<file path="config.mk">
export PLATFORM = sky130hd
export DESIGN_NAME = keypad_press_repeat_scanner
export DESIGN_NICKNAME = d
export VERILOG_FILES = /design/src/hdl/kprs_pkg.sv /design/src/hdl/kprs_key_track.sv /design/src/hdl/keypad_press_repeat_scanner.sv
export SDC_FILE = /design/constraint.sdc
export NUM_CORES = 1
export LEC_CHECK = 0
export BUFFER_PORTS_ARGS = -buffer_cell sky130_fd_sc_hd__buf_2
export CAP_MARGIN = 20
export CORE_ASPECT_RATIO = 2
export CORE_MARGIN = 2
export CORE_UTILIZATION = 58
export DETAILED_ROUTE_END_ITERATION = 7
export PLACE_DENSITY = 0.79
export SYNTH_ARGS = -nofsm -noshare
export SYNTH_HDL_FRONTEND = slang
export SYNTH_HIERARCHICAL = 1
export SYNTH_SLANG_ARGS = --single-unit
export TNS_END_PERCENT = 100
</file>
<file path="constraint.sdc">
create_clock -name i_clk -period 4.25 [get_ports i_clk]
set_input_delay 0.425 -clock i_clk [delete_from_list [all_inputs] [get_ports i_clk]]
set_output_delay 0.425 -clock i_clk [all_outputs]
set_load 0.005 [all_outputs]
</file>
<file path="src/hdl/kprs_pkg.sv">
`timescale 1ns / 1ps
// ----------------------------------------------------------------------------
// kprs_pkg
// Shared types, codes and helpers for the keypad press/repeat scanner.
// ----------------------------------------------------------------------------
package kprs_pkg;

    // port bit positions, keys are active low
    localparam int DOWN_BIT  = 3;
    localparam int BACK_BIT  = 2;
    localparam int ENTER_BIT = 5;

    // event key codes
    localparam logic [1:0] KEY_DOWN  = 2'd0;
    localparam logic [1:0] KEY_BACK  = 2'd1;
    localparam logic [1:0] KEY_ENTER = 2'd2;
    localparam logic [1:0] KEY_COMBO = 2'd3;

    // event kind codes
    localparam logic [1:0] KIND_PRESS   = 2'd0;
    localparam logic [1:0] KIND_RELEASE = 2'd1;
    localparam logic [1:0] KIND_REPEAT  = 2'd2;

    // register indexes
    localparam logic [2:0] REG_FIRST_DELAY     = 3'd0;
    localparam logic [2:0] REG_REPEAT_START    = 3'd1;
    localparam logic [2:0] REG_REPEAT_PERIOD   = 3'd2;
    localparam logic [2:0] REG_COMBO_DELAY     = 3'd3;
    localparam logic [2:0] REG_POWER_DOWN_TIME = 3'd4;
    localparam logic [2:0] REG_BEEP_ENABLE     = 3'd5;

    // register reset values
    localparam logic [15:0] FIRST_DELAY_RST     = 16'd2;
    localparam logic [15:0] REPEAT_START_RST    = 16'd50;
    localparam logic [15:0] REPEAT_PERIOD_RST   = 16'd10;
    localparam logic [15:0] COMBO_DELAY_RST     = 16'd100;
    localparam logic [15:0] POWER_DOWN_TIME_RST = 16'd200;
    localparam logic        BEEP_ENABLE_RST     = 1'b1;

    localparam logic [15:0] SAT16 = 16'hFFFF;

    typedef struct packed {
        logic [15:0] first_delay;
        logic [15:0] repeat_start;
        logic [15:0] repeat_period;
    } t_key_cfg;

    typedef struct packed {
        logic rel;
        logic press;
        logic repeat_ev;
    } t_key_evt;

    function automatic logic [15:0] sat_add16(input logic [15:0] a, input logic [15:0] b);
        logic [16:0] s;
        s = {1'b0, a} + {1'b0, b};
        return s[16] ? SAT16 : s[15:0];
    endfunction

endpackage

</file>
<file path="src/hdl/kprs_key_track.sv">
`timescale 1ns / 1ps
// ----------------------------------------------------------------------------
// kprs_key_track
// Hold counter and next-threshold for one key, with press, auto-repeat and
// short-press release detection.
// ----------------------------------------------------------------------------
module kprs_key_track (
    input  logic                 i_clk,
    input  logic                 i_rst_n,
    input  logic                 i_en,
    input  logic                 i_held,
    input  kprs_pkg::t_key_cfg   i_cfg,
    output kprs_pkg::t_key_evt   o_evt,
    output logic [15:0]          o_hold_next
);
    import kprs_pkg::*;

    logic [15:0] r_hold, n_hold;
    logic [15:0] r_thr, n_thr;
    logic [16:0] repeat_lim;
    t_key_evt    evt;

    // end of the short-press window, formed without wrap
    assign repeat_lim = {1'b0, i_cfg.first_delay} + {1'b0, i_cfg.repeat_start};

    always_comb begin
        n_hold = r_hold;
        n_thr  = r_thr;
        evt    = '0;
        if (!i_held) begin
            n_hold  = '0;
            n_thr   = i_cfg.first_delay;
            evt.rel = (r_thr > i_cfg.first_delay) && ({1'b0, r_thr} <= repeat_lim);
        end else begin
            n_hold = sat_add16(r_hold, 16'd1);
            if (n_hold > r_thr) begin
                if (r_thr == i_cfg.first_delay) begin
                    n_thr     = sat_add16(r_thr, i_cfg.repeat_start);
                    evt.press = 1'b1;
                end else if ({1'b0, r_thr} >= repeat_lim) begin
                    n_thr         = sat_add16(r_thr, i_cfg.repeat_period);
                    evt.repeat_ev = 1'b1;
                end
            end
        end
    end

    always_ff @(posedge i_clk) begin
        if (!i_rst_n) begin
            r_hold <= '0;
            r_thr  <= FIRST_DELAY_RST;
        end else if (i_en) begin
            r_hold <= n_hold;
            r_thr  <= n_thr;
        end
    end

    assign o_evt       = evt;
    assign o_hold_next = n_hold;

endmodule

</file>
<file path="src/hdl/keypad_press_repeat_scanner.sv">
`timescale 1ns / 1ps
// ----------------------------------------------------------------------------
// keypad_press_repeat_scanner
// Key scanner with hold debounce, auto-repeat, short-press release and a
// down+back combination, one result per scan tick.
//
//   channel  | handshake          | payload
//   ---------+--------------------+------------------------------------------
//   scan in  | i_valid / o_stall  | i_key_port
//   event out| o_valid / i_stall  | o_event_valid, o_event_key, o_event_kind,
//            |                    | o_beep_start, o_power_down
//   config   | apb (psel..pready) | six registers at byte address 4*index
//
// one tick per cycle: the key counters update in the cycle the tick is
// taken and the result is in the output register on the next cycle.
// the single output register sets the rate; a tick is taken while the
// result is being read out, so only a stalled full register holds input.
// reset is synchronous and active low; config registers and key counters return to defaults.
// ----------------------------------------------------------------------------
module keypad_press_repeat_scanner (
    input  logic        i_clk,
    input  logic        i_rst_n,
    // scan ticks
    input  logic        i_valid,
    output logic        o_stall,
    input  logic [7:0]  i_key_port,
    // events
    output logic        o_valid,
    input  logic        i_stall,
    output logic        o_event_valid,
    output logic [1:0]  o_event_key,
    output logic [1:0]  o_event_kind,
    output logic        o_beep_start,
    output logic        o_power_down,
    // configuration
    input  logic        psel,
    input  logic        penable,
    input  logic        pwrite,
    input  logic [4:0]  paddr,
    input  logic [31:0] pwdata,
    output logic [31:0] prdata,
    output logic        pready
);
    import kprs_pkg::*;

    // configuration registers
    logic [15:0] r_first_delay;
    logic [15:0] r_repeat_start;
    logic [15:0] r_repeat_period;
    logic [15:0] r_combo_delay;
    logic [15:0] r_power_down_time;
    logic        r_beep_enable;

    logic [2:0]  reg_idx;
    logic        cfg_wr;

    assign pready  = 1'b1;
    assign reg_idx = paddr[4:2];
    assign cfg_wr  = psel && penable && pwrite && pready;

    always_ff @(posedge i_clk) begin
        if (!i_rst_n) begin
            r_first_delay     <= FIRST_DELAY_RST;
            r_repeat_start    <= REPEAT_START_RST;
            r_repeat_period   <= REPEAT_PERIOD_RST;
            r_combo_delay     <= COMBO_DELAY_RST;
            r_power_down_time <= POWER_DOWN_TIME_RST;
            r_beep_enable     <= BEEP_ENABLE_RST;
        end else if (cfg_wr) begin
            unique case (reg_idx)
                REG_FIRST_DELAY:     r_first_delay     <= pwdata[15:0];
                REG_REPEAT_START:    r_repeat_start    <= pwdata[15:0];
                REG_REPEAT_PERIOD:   r_repeat_period   <= pwdata[15:0];
                REG_COMBO_DELAY:     r_combo_delay     <= pwdata[15:0];
                REG_POWER_DOWN_TIME: r_power_down_time <= pwdata[15:0];
                REG_BEEP_ENABLE:     r_beep_enable     <= pwdata[0];
                default: ;
            endcase
        end
    end

    always_comb begin
        unique case (reg_idx)
            REG_FIRST_DELAY:     prdata = {16'd0, r_first_delay};
            REG_REPEAT_START:    prdata = {16'd0, r_repeat_start};
            REG_REPEAT_PERIOD:   prdata = {16'd0, r_repeat_period};
            REG_COMBO_DELAY:     prdata = {16'd0, r_combo_delay};
            REG_POWER_DOWN_TIME: prdata = {16'd0, r_power_down_time};
            REG_BEEP_ENABLE:     prdata = {31'd0, r_beep_enable};
            default:             prdata = '0;
        endcase
    end

    // handshake
    logic r_out_valid;
    logic in_take;

    assign o_stall = r_out_valid && i_stall;
    assign in_take = i_valid && !o_stall;

    // key trackers
    t_key_cfg    key_cfg;
    t_key_evt    down_evt, back_evt, enter_evt;
    logic [15:0] down_hold_next, back_hold_next, enter_hold_next;
    logic        down_held, back_held, enter_held;

    assign key_cfg.first_delay   = r_first_delay;
    assign key_cfg.repeat_start  = r_repeat_start;
    assign key_cfg.repeat_period = r_repeat_period;

    assign down_held  = !i_key_port[DOWN_BIT];
    assign back_held  = !i_key_port[BACK_BIT];
    assign enter_held = !i_key_port[ENTER_BIT];

    kprs_key_track u_down (
        .i_clk       (i_clk),
        .i_rst_n     (i_rst_n),
        .i_en        (in_take),
        .i_held      (down_held),
        .i_cfg       (key_cfg),
        .o_evt       (down_evt),
        .o_hold_next (down_hold_next)
    );

    kprs_key_track u_back (
        .i_clk       (i_clk),
        .i_rst_n     (i_rst_n),
        .i_en        (in_take),
        .i_held      (back_held),
        .i_cfg       (key_cfg),
        .o_evt       (back_evt),
        .o_hold_next (back_hold_next)
    );

    kprs_key_track u_enter (
        .i_clk       (i_clk),
        .i_rst_n     (i_rst_n),
        .i_en        (in_take),
        .i_held      (enter_held),
        .i_cfg       (key_cfg),
        .o_evt       (enter_evt),
        .o_hold_next (enter_hold_next)
    );

    // combination counter
    logic [15:0] r_combo_hold, n_combo_hold;

    assign n_combo_hold = (down_held && back_held) ? sat_add16(r_combo_hold, 16'd1) : '0;

    always_ff @(posedge i_clk) begin
        if (!i_rst_n) begin
            r_combo_hold <= '0;
        end else if (in_take) begin
            r_combo_hold <= n_combo_hold;
        end
    end

    // event selection, earlier branches win: combination, then back, enter, down press or repeat, then releases
    logic       n_event_valid;
    logic [1:0] n_event_key;
    logic [1:0] n_event_kind;
    logic       n_beep_start;
    logic       n_power_down;

    always_comb begin
        n_event_valid = 1'b0;
        n_event_key   = KEY_DOWN;
        n_event_kind  = KIND_PRESS;
        if (n_combo_hold > r_combo_delay) begin
            n_event_valid = 1'b1;
            n_event_key   = KEY_COMBO;
            n_event_kind  = KIND_PRESS;
        end else if (back_evt.press || back_evt.repeat_ev) begin
            n_event_valid = 1'b1;
            n_event_key   = KEY_BACK;
            n_event_kind  = back_evt.press ? KIND_PRESS : KIND_REPEAT;
        end else if (enter_evt.press || enter_evt.repeat_ev) begin
            n_event_valid = 1'b1;
            n_event_key   = KEY_ENTER;
            n_event_kind  = enter_evt.press ? KIND_PRESS : KIND_REPEAT;
        end else if (down_evt.press || down_evt.repeat_ev) begin
            n_event_valid = 1'b1;
            n_event_key   = KEY_DOWN;
            n_event_kind  = down_evt.press ? KIND_PRESS : KIND_REPEAT;
        end else if (enter_evt.rel) begin
            n_event_valid = 1'b1;
            n_event_key   = KEY_ENTER;
            n_event_kind  = KIND_RELEASE;
        end else if (back_evt.rel) begin
            n_event_valid = 1'b1;
            n_event_key   = KEY_BACK;
            n_event_kind  = KIND_RELEASE;
        end else if (down_evt.rel) begin
            n_event_valid = 1'b1;
            n_event_key   = KEY_DOWN;
            n_event_kind  = KIND_RELEASE;
        end
    end

    assign n_beep_start = r_beep_enable &&
        (down_evt.press || down_evt.repeat_ev || back_evt.press ||
         back_evt.repeat_ev || enter_evt.press || enter_evt.repeat_ev);
    assign n_power_down = enter_hold_next > r_power_down_time;

    // result register
    logic       r_event_valid;
    logic [1:0] r_event_key;
    logic [1:0] r_event_kind;
    logic       r_beep_start;
    logic       r_power_down;

    always_ff @(posedge i_clk) begin
        if (!i_rst_n) begin
            r_out_valid <= 1'b0;
        end else if (in_take) begin
            r_out_valid <= 1'b1;
        end else if (!i_stall) begin
            r_out_valid <= 1'b0;
        end
    end

    always_ff @(posedge i_clk) begin
        if (in_take) begin
            r_event_valid <= n_event_valid;
            r_event_key   <= n_event_key;
            r_event_kind  <= n_event_kind;
            r_beep_start  <= n_beep_start;
            r_power_down  <= n_power_down;
        end
    end

    assign o_valid       = r_out_valid;
    assign o_event_valid = r_event_valid;
    assign o_event_key   = r_event_key;
    assign o_event_kind  = r_event_kind;
    assign o_beep_start  = r_beep_start;
    assign o_power_down  = r_power_down;

    // back-pressure only comes from a full output register
    a_stall_needs_full: assert property (@(posedge i_clk) disable iff (!i_rst_n)
        o_stall |-> o_valid)
        else $error("input stalled with empty output register");

    // a beep only accompanies a press or repeat event
    a_beep_has_event: assert property (@(posedge i_clk) disable iff (!i_rst_n)
        (o_valid && o_beep_start) |-> (o_event_valid &&
            (o_event_kind == KIND_PRESS || o_event_kind == KIND_REPEAT)))
        else $error("beep without press or repeat");

    // an empty tick reports zero key and kind
    a_idle_tick_clear: assert property (@(posedge i_clk) disable iff (!i_rst_n)
        (o_valid && !o_event_valid) |->
            (o_event_key == KEY_DOWN && o_event_kind == KIND_PRESS && !o_beep_start))
        else $error("no event but fields not cleared");

    // the combination is only reported as a press
    a_combo_is_press: assert property (@(posedge i_clk) disable iff (!i_rst_n)
        (o_valid && o_event_valid && o_event_key == KEY_COMBO) |->
            (o_event_kind == KIND_PRESS))
        else $error("combination with kind other than press");

endmodule
</file>
==> results of run 1 <==
[through the flow]
stage          setup WS [ns]  hold WS (ns)  instance area (sq um)  power [uW]
6_report              -0.284        0.0607                  25700        6890
2_1_floorplan         0.0281         0.456                  21600        3620
4_1_cts               -0.122        0.0635                  24800        6560
5_1_grt               -0.381        0.0672                  25700        7150
3_3_place_gp          -0.343         0.477                  23400        4210
3_5_place_dp          -0.432         0.489                  23400        4270
[area by class of cell]
cell class	instances	area (sq um)	share of cell area, %
Multi-Input combinational cell	2272	17000	66.3
Sequential cell	201	4110	16.0
Timing Repair Buffer	316	2520	9.79
Inverter	183	688	2.68
Clock buffer	27	579	2.25
Tap cell	454	568	2.21
Clock inverter	13	209	0.813
[critical path: cells and delay by family, from the launching register on]
family          cells  cell delay [ns]
xor+xnor            1             0.15
simple gates        5             0.76
buf+inv             4             0.56
fa+ha+maj           2             0.54
compound gates      9             2.08
flops               1             0.35
[metal layers]
| metal | wire, um | part of all wire (%) | GRT usage (%) | up-vias |
|---|---|---|---|---|
| li1 | - | - | - | 10532 |
| met1 | 26800 | 32 | 38.8 | 10720 |
| met2 | 39800 | 47 | 71.2 | 1187 |
| met3 | 6570 | 7.8 | 7.43 | 495 |
| met4 | 11100 | 13 | 42.5 | 2 |
| met5 | 48 | 0.057 | 1.03 | - |
[cells in the mapped netlist (24+ instances only)]
master,number
a211oi_1,27
a21boi_0,62
a21o_1,58
a21oi_1,252
a31oi_1,51
and2_1,26
buf_2,25
buf_4,24
clkbuf_1,49
dfxtp_1,194
ha_1,324
inv_1,180
mux2i_1,82
nand2_1,298
nand2b_1,27
nand3_1,72
nand4_1,63
nor2_1,146
nor2b_1,81
nor3_1,36
o21a_1,33
o21ai_0,143
o221ai_1,24
xnor2_1,78
xor2_1,70
[worst paths after layout]
check                                     startpoint                            endpoint  slack, ns
setup / recovery       r_first_delay[1]$_SDFFE_PN1P_       u_back/r_thr[14]$_SDFFE_PN0P_      -0.28
hold / removal                               i_valid                o_valid$_SDFFE_PN0P_       0.06
setup reg to reg       r_first_delay[1]$_SDFFE_PN1P_       u_back/r_thr[14]$_SDFFE_PN0P_      -0.28
hold reg to reg   r_power_down_time[12]$_SDFFE_PN0P_  r_power_down_time[12]$_SDFFE_PN0P_       0.51
[power breakdown]
part | switching, uW | internal (uW)
sequential | 166 | 1990
combinational | 1450 | 1130
clock | 924 | 1230
[logic make-up (layout without fill, tap and decap cells)]
group	count (synthesis)	after routing
xor gates and xnor gates	148	148
muxes	94	94
adders and majority gates	333	333
other	2	17
and+or+nand+nor	837	837
buffers and inverters	298	539
DFF	201	201
AOI/OAI and AO/OA	841	843
[repair_timing]
item	CTS	global route
setup buffers	24	38
pin swaps	54	72
resized for setup	90	149
cloned	3	3
endpoints found under the setup margin	54	54
hold endpoints to repair	0	0
[flip-flops by register name, indices dropped and copies added, names as in the netlist, 2 cells and up]
register,count
u_enter/r_thr,16
r_combo_delay,16
o_event_key,2
u_back/r_thr,16
u_back/r_hold,16
r_repeat_period,16
u_enter/r_hold,16
u_down/r_thr,16
u_down/r_hold,16
r_combo_hold,16
r_power_down_time,16
o_event_kind,2
r_first_delay,16
r_repeat_start,16
==> flow_metrics.py, run 1 <==
metrics = {
    "critical_path": {
        "crit_arrival_ns": 5.02,
        "end_kind": "flip-flop",
        "slowest_delay_ns": 0.37,
        "path_class": "reg -> reg",
        "cp_slowest_cell": "o211ai_1",
        "r2r_cells": 21,
        "crit_required_ns": 4.73,
        "critPathLaunchType": "flip-flop",
        "path_max_fanout": 7,
        "path_cells": "buf_8 -> buf_6 -> ha_4 -> a21o_1 -> a21oi_2 -> o21bai_1 -> a31oi_2 -> o211ai_1 -> nand2_1 -> o21bai_1 -> xnor2_1 -> ha_1 -> and3_4 -> a221oi_2 -> nand2_1 -> buf_4 -> nor4_4 -> nor2_4 -> buf_12 -> o221a_4 -> o221a_4",
    },
    "timing": {
        "setup_viol": 44,
        "fin_crit_sh_pct": 107,
        "rsz0062_at_grt": "yes",
        "finClkSkew_ns": 0.0388,
        "period_needed_ns": 4.53,
        "slew_violations": 0,
        "max_freq_mhz": 221,
        "relSlewSlack_pct": 19.0,
        "hold_viol": 0,
        "setup-tns-final_ns": -8.32,
        "worstMarginPinSlew_ns": 1.20,
        "final.setup.worst_slack_ns": -0.284,
    },
    "cells_and_area": {
        "fillers": 2940,
        "fin_cells": 3466,
        "final_cell_mix": "308 x ha_1, 295 x nand2_1, 230 x a21oi_1, 219 x buf_4, 186 x dfxtp_1",
        "final_core_util_pct": 70.4,
        "layout_commonest_cell": "ha_1",
        "nets": 3381,
        "drive_gt1_share_pct": 17.8,
        "syn2layout_area_growth_pct": 19.5,
        "antenna_cells": 0,
    },
    "power": {
        "ir_worst_vdd_uv": 507,
        "power_leakage_uw": 0.0113,
        "powerDensity_nw_per_um2": 268,
    },
    "floorplanning": {
        "dieWidth_um": 140,
        "num_rows": 99,
        "fp.coreArea_sq_um": 36500,
        "initial_core_util_pct": 58.9,
        "die_y_um": 276,
        "ios": 94,
        "die-area_sq_um": 38800,
    },
    "placed_design": {
        "port_buffers": 53,
        "hpwl_um": 62200,
        "routabilityCongestion": 1.09,
        "placedCellCount": 3362,
    },
    "synthesis": {
        "synth-edff-count": 7,
        "ys.warnings.count": 6,
        "synth_xor_area_share_pct": 6.02,
        "synth_top_cell_area_share_pct": 18.8,
        "synth_area_leaders": "ha_1 19%, dfxtp_1 18%, a21oi_1 5.9%",
        "ys_seq_area_share_pct": 19.0,
        "synth-adder-area-share_pct": 19.7,
        "synth_cell_type_count": 97,
        "synth_top_area_cell": "ha_1",
        "yosys.area_share.simple_pct": 19.2,
        "synth_mux_area_share_pct": 4.55,
        "synth_top_family_by_area": "compound AO/OA/AOI/OAI gates",
        "synthCells": 2754,
        "synthFlopType": "dfxtp_1",
        "synth_compound_area_share_pct": 25.5,
        "ys_seq_elements": 201,
        "syn-cell-area_sq_um": 21500,
        "avgSynthCellArea_sq_um": 7.81,
        "async_flop_share_pct": 0,
    },
    "route": {
        "drt-pass1-iter-count": 7,
        "via_count": 22936,
        "drt_iter0_markers": 1958,
        "ant_nets": 0,
        "routed_wl_um": 84300,
        "drc_errors": 0,
        "avgRoutedWirePerCell_um": 24.3,
        "avgViaCountPerCell": 6.62,
    },
    "clock_network": {
        "clock_sinks": 201,
        "clock-root-buffer": "clkbuf_16",
        "cts_tree": "yes",
        "clk_latency_ns": 0.59,
        "hold_buffers": 0,
        "numCtsBuffers": 22,
        "h-tree-depth": 1,
        "clk_path_buf_depth": 3,
        "path_clk_slew_ns": 0.07,
    },
    "global_routing": {
        "grt_pass1_wl_um": 124000,
        "grt_usage_pct": 41.0,
        "grt_pass1_vias": 22510,
        "grt_start_max_net_pins": 63,
        "grt_overflow": 0,
        "grt_antenna_before_repair": 0,
    },
    "hold_path": {
        "hold_class": "in -> reg",
        "hold_depth": 2,
    },
    "flow_run": {
        "drv_cap": 0,
    },
    "outcome": {
        "status": "complete, but fails checks",
        "violations": "setup timing",
    },
}
(Power assumes the default switching activity.)
==> inputs of run 2 (changes only) <==
- REMOVE_ABC_BUFFERS: default -> 1
- SYNTH_HIERARCHICAL: 1 -> default
==> flow_metrics.py, run 2 <==
metrics = {
    "cells_and_area": {
        "finalInstanceArea_sq_um": 23800,
        "nets": 3188,
        "drive_gt1_share_pct": 17.7,
        "final_cell_mix": "364 x nand2_1, 289 x a21oi_1, 271 x ha_1, 221 x buf_4, 183 x dfxtp_1",
        "syn2layout_area_growth_pct": 19.6,
        "layout_commonest_cell": "nand2_1",
        "fillers": 2815,
    },
    "synthesis": {
        "synth_area_leaders": "dfxtp_1 19%, ha_1 18%, a21oi_1 7.7%",
        "synth-adder-area-share_pct": 18.8,
        "synth_top_cell_area_share_pct": 19.5,
        "synth-edff-count": 7,
        "synthFlopType": "dfxtp_1",
        "ys.warnings.count": 0,
        "synth_xor_area_share_pct": 5.42,
        "synth_top_family_by_area": "compound AO/OA/AOI/OAI gates",
        "ys_seq_area_share_pct": 20.5,
        "synth_cell_type_count": 106,
        "synth_mux_area_share_pct": 2.45,
        "async_flop_share_pct": 0,
        "yosysMostFrequentCell": "nand2_1",
        "yosys.area_share.simple_pct": 20.7,
        "syn-cell-area_sq_um": 19900,
        "ys_seq_elements": 201,
        "synthCells": 2627,
        "avgSynthCellArea_sq_um": 7.59,
        "synthTopCellsByCount": "375 x nand2_1, 305 x a21oi_1, 286 x ha_1",
        "synth_top_area_cell": "dfxtp_1",
        "synth_compound_area_share_pct": 26.4,
    },
    "critical_path": {
        "cp_slowest_cell": "o31a_1",
        "r2r-end": "o_event_key[0]$_SDFFCE_PP1P_",
        "path_class": "reg -> reg",
        "critical_path_buf_inv_count": 2,
        "r2r_slack_ns": -0.24,
        "crit_arrival_ns": 4.81,
        "end_kind": "flip-flop",
        "critical_path.top_delay_family": "compound AO/OA/AOI/OAI gates",
        "path_cells": "ha_1 -> nand2_1 -> nor2_1 -> and3_1 -> and4_1 -> nand4_1 -> buf_12 -> nand2_1 -> inv_1 -> ha_1 -> nand2b_1 -> a21oi_1 -> o41ai_2 -> a211oi_1 -> o31a_1 -> nand2_1 -> a211o_1 -> and3b_2 -> a41o_1",
        "cpMostUsedCell": "nand2_1",
        "r2r_cells": 19,
        "crit_start": "u_down.r_hold[1]$_SDFFE_PN0P_",
        "crit_required_ns": 4.57,
        "slowest_delay_ns": 0.51,
        "critPathLaunchType": "flip-flop",
        "r2r-start": "u_down.r_hold[1]$_SDFFE_PN0P_",
        "path_max_fanout": 23,
    },
    "clock_network": {
        "path_clk_slew_ns": 0.07,
        "cts_tree": "yes",
        "h-tree-depth": 1,
        "clk_path_buf_depth": 3,
        "numCtsBuffers": 22,
        "clk_latency_ns": 0.58,
        "clock_sinks": 201,
        "clock-root-buffer": "clkbuf_16",
        "hold_buffers": 0,
    },
    "placed_design": {
        "port_buffers": 53,
        "dp_slack_ns": -0.413,
        "hpwl_um": 67100,
        "routabilityCongestion": 1.18,
        "placed_area_sq_um": 22000,
    },
    "global_routing": {
        "grt_pass1_vias": 22036,
        "grt_pass1_wl_um": 129000,
        "grt_usage_pct": 48.2,
        "grt_antenna_before_repair": 2,
        "grt_start_max_net_pins": 102,
        "grt_overflow": 0,
    },
    "route": {
        "avgViaCountPerCell": 6.76,
        "routed.top_layer": "met5",
        "wl_met3_um": 8090,
        "drc_errors": 0,
        "drt_iter0_markers": 1945,
        "avgRoutedWirePerCell_um": 26.9,
        "routed_wl_um": 88900,
        "dr_wl_met2_um": 40900,
        "drt-pass1-iter-count": 7,
        "wl_met1_um": 26800,
        "ant_nets": 0,
        "via_count": 22322,
    },
    "power": {
        "ir_worst_vdd_uv": 302,
        "comb_power_share_pct": 41.8,
        "clockPowerShare_pct": 29.1,
        "powerDensity_nw_per_um2": 313,
        "power_leakage_uw": 0.0105,
        "p_seq_share_pct": 29.1,
        "netSwitchingPower_uw": 2960,
        "power_uw": 7460,
        "switching_share_pct": 39.7,
        "cell_internal_pwr_uw": 4500,
    },
    "floorplanning": {
        "fp.coreArea_sq_um": 34100,
        "ios": 94,
        "initial_core_util_pct": 58.4,
        "die-area_sq_um": 36000,
        "die_y_um": 266,
        "num_rows": 96,
        "dieWidth_um": 135,
    },
    "hold_path": {
        "hold_depth": 2,
        "hold_class": "in -> reg",
        "holdPathEnd": "o_valid$_SDFFE_PN0P_",
        "hp-start": "i_valid",
    },
    "timing": {
        "holdWs_ns": 0.0804,
        "finClkSkew_ns": 0.0315,
        "period_needed_ns": 4.49,
        "max_freq_mhz": 223,
        "worstMarginPinSlew_ns": 0.968,
        "slew_violations": 0,
        "fin_crit_sh_pct": 106,
        "hold_viol": 0,
        "setup_viol": 53,
        "rsz0062_at_grt": "yes",
        "setup-tns-final_ns": -4.72,
        "final.setup.worst_slack_ns": -0.243,
        "relSlewSlack_pct": 35.4,
    },
    "outcome": {
        "status": "complete, but fails checks",
        "violations": "setup timing",
    },
    "flow_run": {
        "drv_cap": 0,
    },
}
[run 2: cell types whose count changed in the layout (fill, tap and decap cells not counted), moves of 28 or more]
| cell | change |
|---|---|
| a21boi_0 | -58 |
| a21oi_1 | +59 |
| a31oi_1 | -28 |
| ha_1 | -37 |
| inv_1 | -28 |
| mux2i_1 | -48 |
| nand2_1 | +69 |
| nor2b_1 | -51 |
[run 2: how the worst max path moves through the flow]
stage | cells after the start | slack [ns] | endpoint
after detailed placement | 21 | -0.41 | o_event_key[0]$_SDFFCE_PP1P_
after global placement | 21 | -0.35 | o_event_key[0]$_SDFFCE_PP1P_
final | 19 | -0.24 | o_event_key[0]$_SDFFCE_PP1P_
after CTS | 20 | -0.16 | o_event_valid$_SDFFCE_PP1P_
after floorplan | 7 | -0.72 | u_down.r_thr[15]$_SDFFE_PN0P_
after global routing | 21 | -0.36 | o_event_key[0]$_SDFFCE_PP1P_
[run 2: area by class of cell]
cell class              count  area [sq um]  area share, %
multi-input cells        2164         15500           65.1
flip-flops and latches    201          4110           17.2
repair buffers            299          2300           9.65
inverters                 155           584           2.45
clock buffers              26           566           2.37
well taps                 441           552           2.32
clock inverters            13           199          0.835
diodes                      1          2.50         0.0105
[run 2: per-stage QoR]
| step | util, % | instances |
|---|---|---|
| final | 69.9 | 3300 |
| after global routing | 69.9 | 3299 |
| after CTS | 68.3 | 3285 |
| after detailed placement | 64.5 | 3233 |
| after global placement | 64.5 | 3233 |
| after floorplan | - | 2520 |
[run 2: cell families (layout without fill, tap and decap cells)]
group                    after synthesis  after routing
AO/OA/AOI/OAI                        803            803
adder cells (fa/ha/maj)              295            295
multiplexers                          45             45
other                                  2             18
flip-flops                           201            201
AND/OR/NAND/NOR                      886            886
buffers and inverters                277            493
XOR/XNOR                             118            118
[run 2: metal layers]
layer	GRT usage [%]	vias up
li1	-	9992
met1	43.5	10439
met2	80.6	1297
met3	12.3	592
met4	55.5	2
met5	0	-
[run 2: power groups by stage]
stage	clock network, uW	logic, uW	registers (uW)
floorplan	0	1730	2130
global placement	0	2660	2190
detailed placement	0	2730	2190
CTS	2150	2900	2150
global route	2230	3320	2170
finish	2170	3120	2170
[run 2: repair_timing]
item,CTS,global route
cloned,1,0
pin swaps,34,61
resized for setup,76,85
buffers inserted,12,13
setup endpoints to repair,54,54
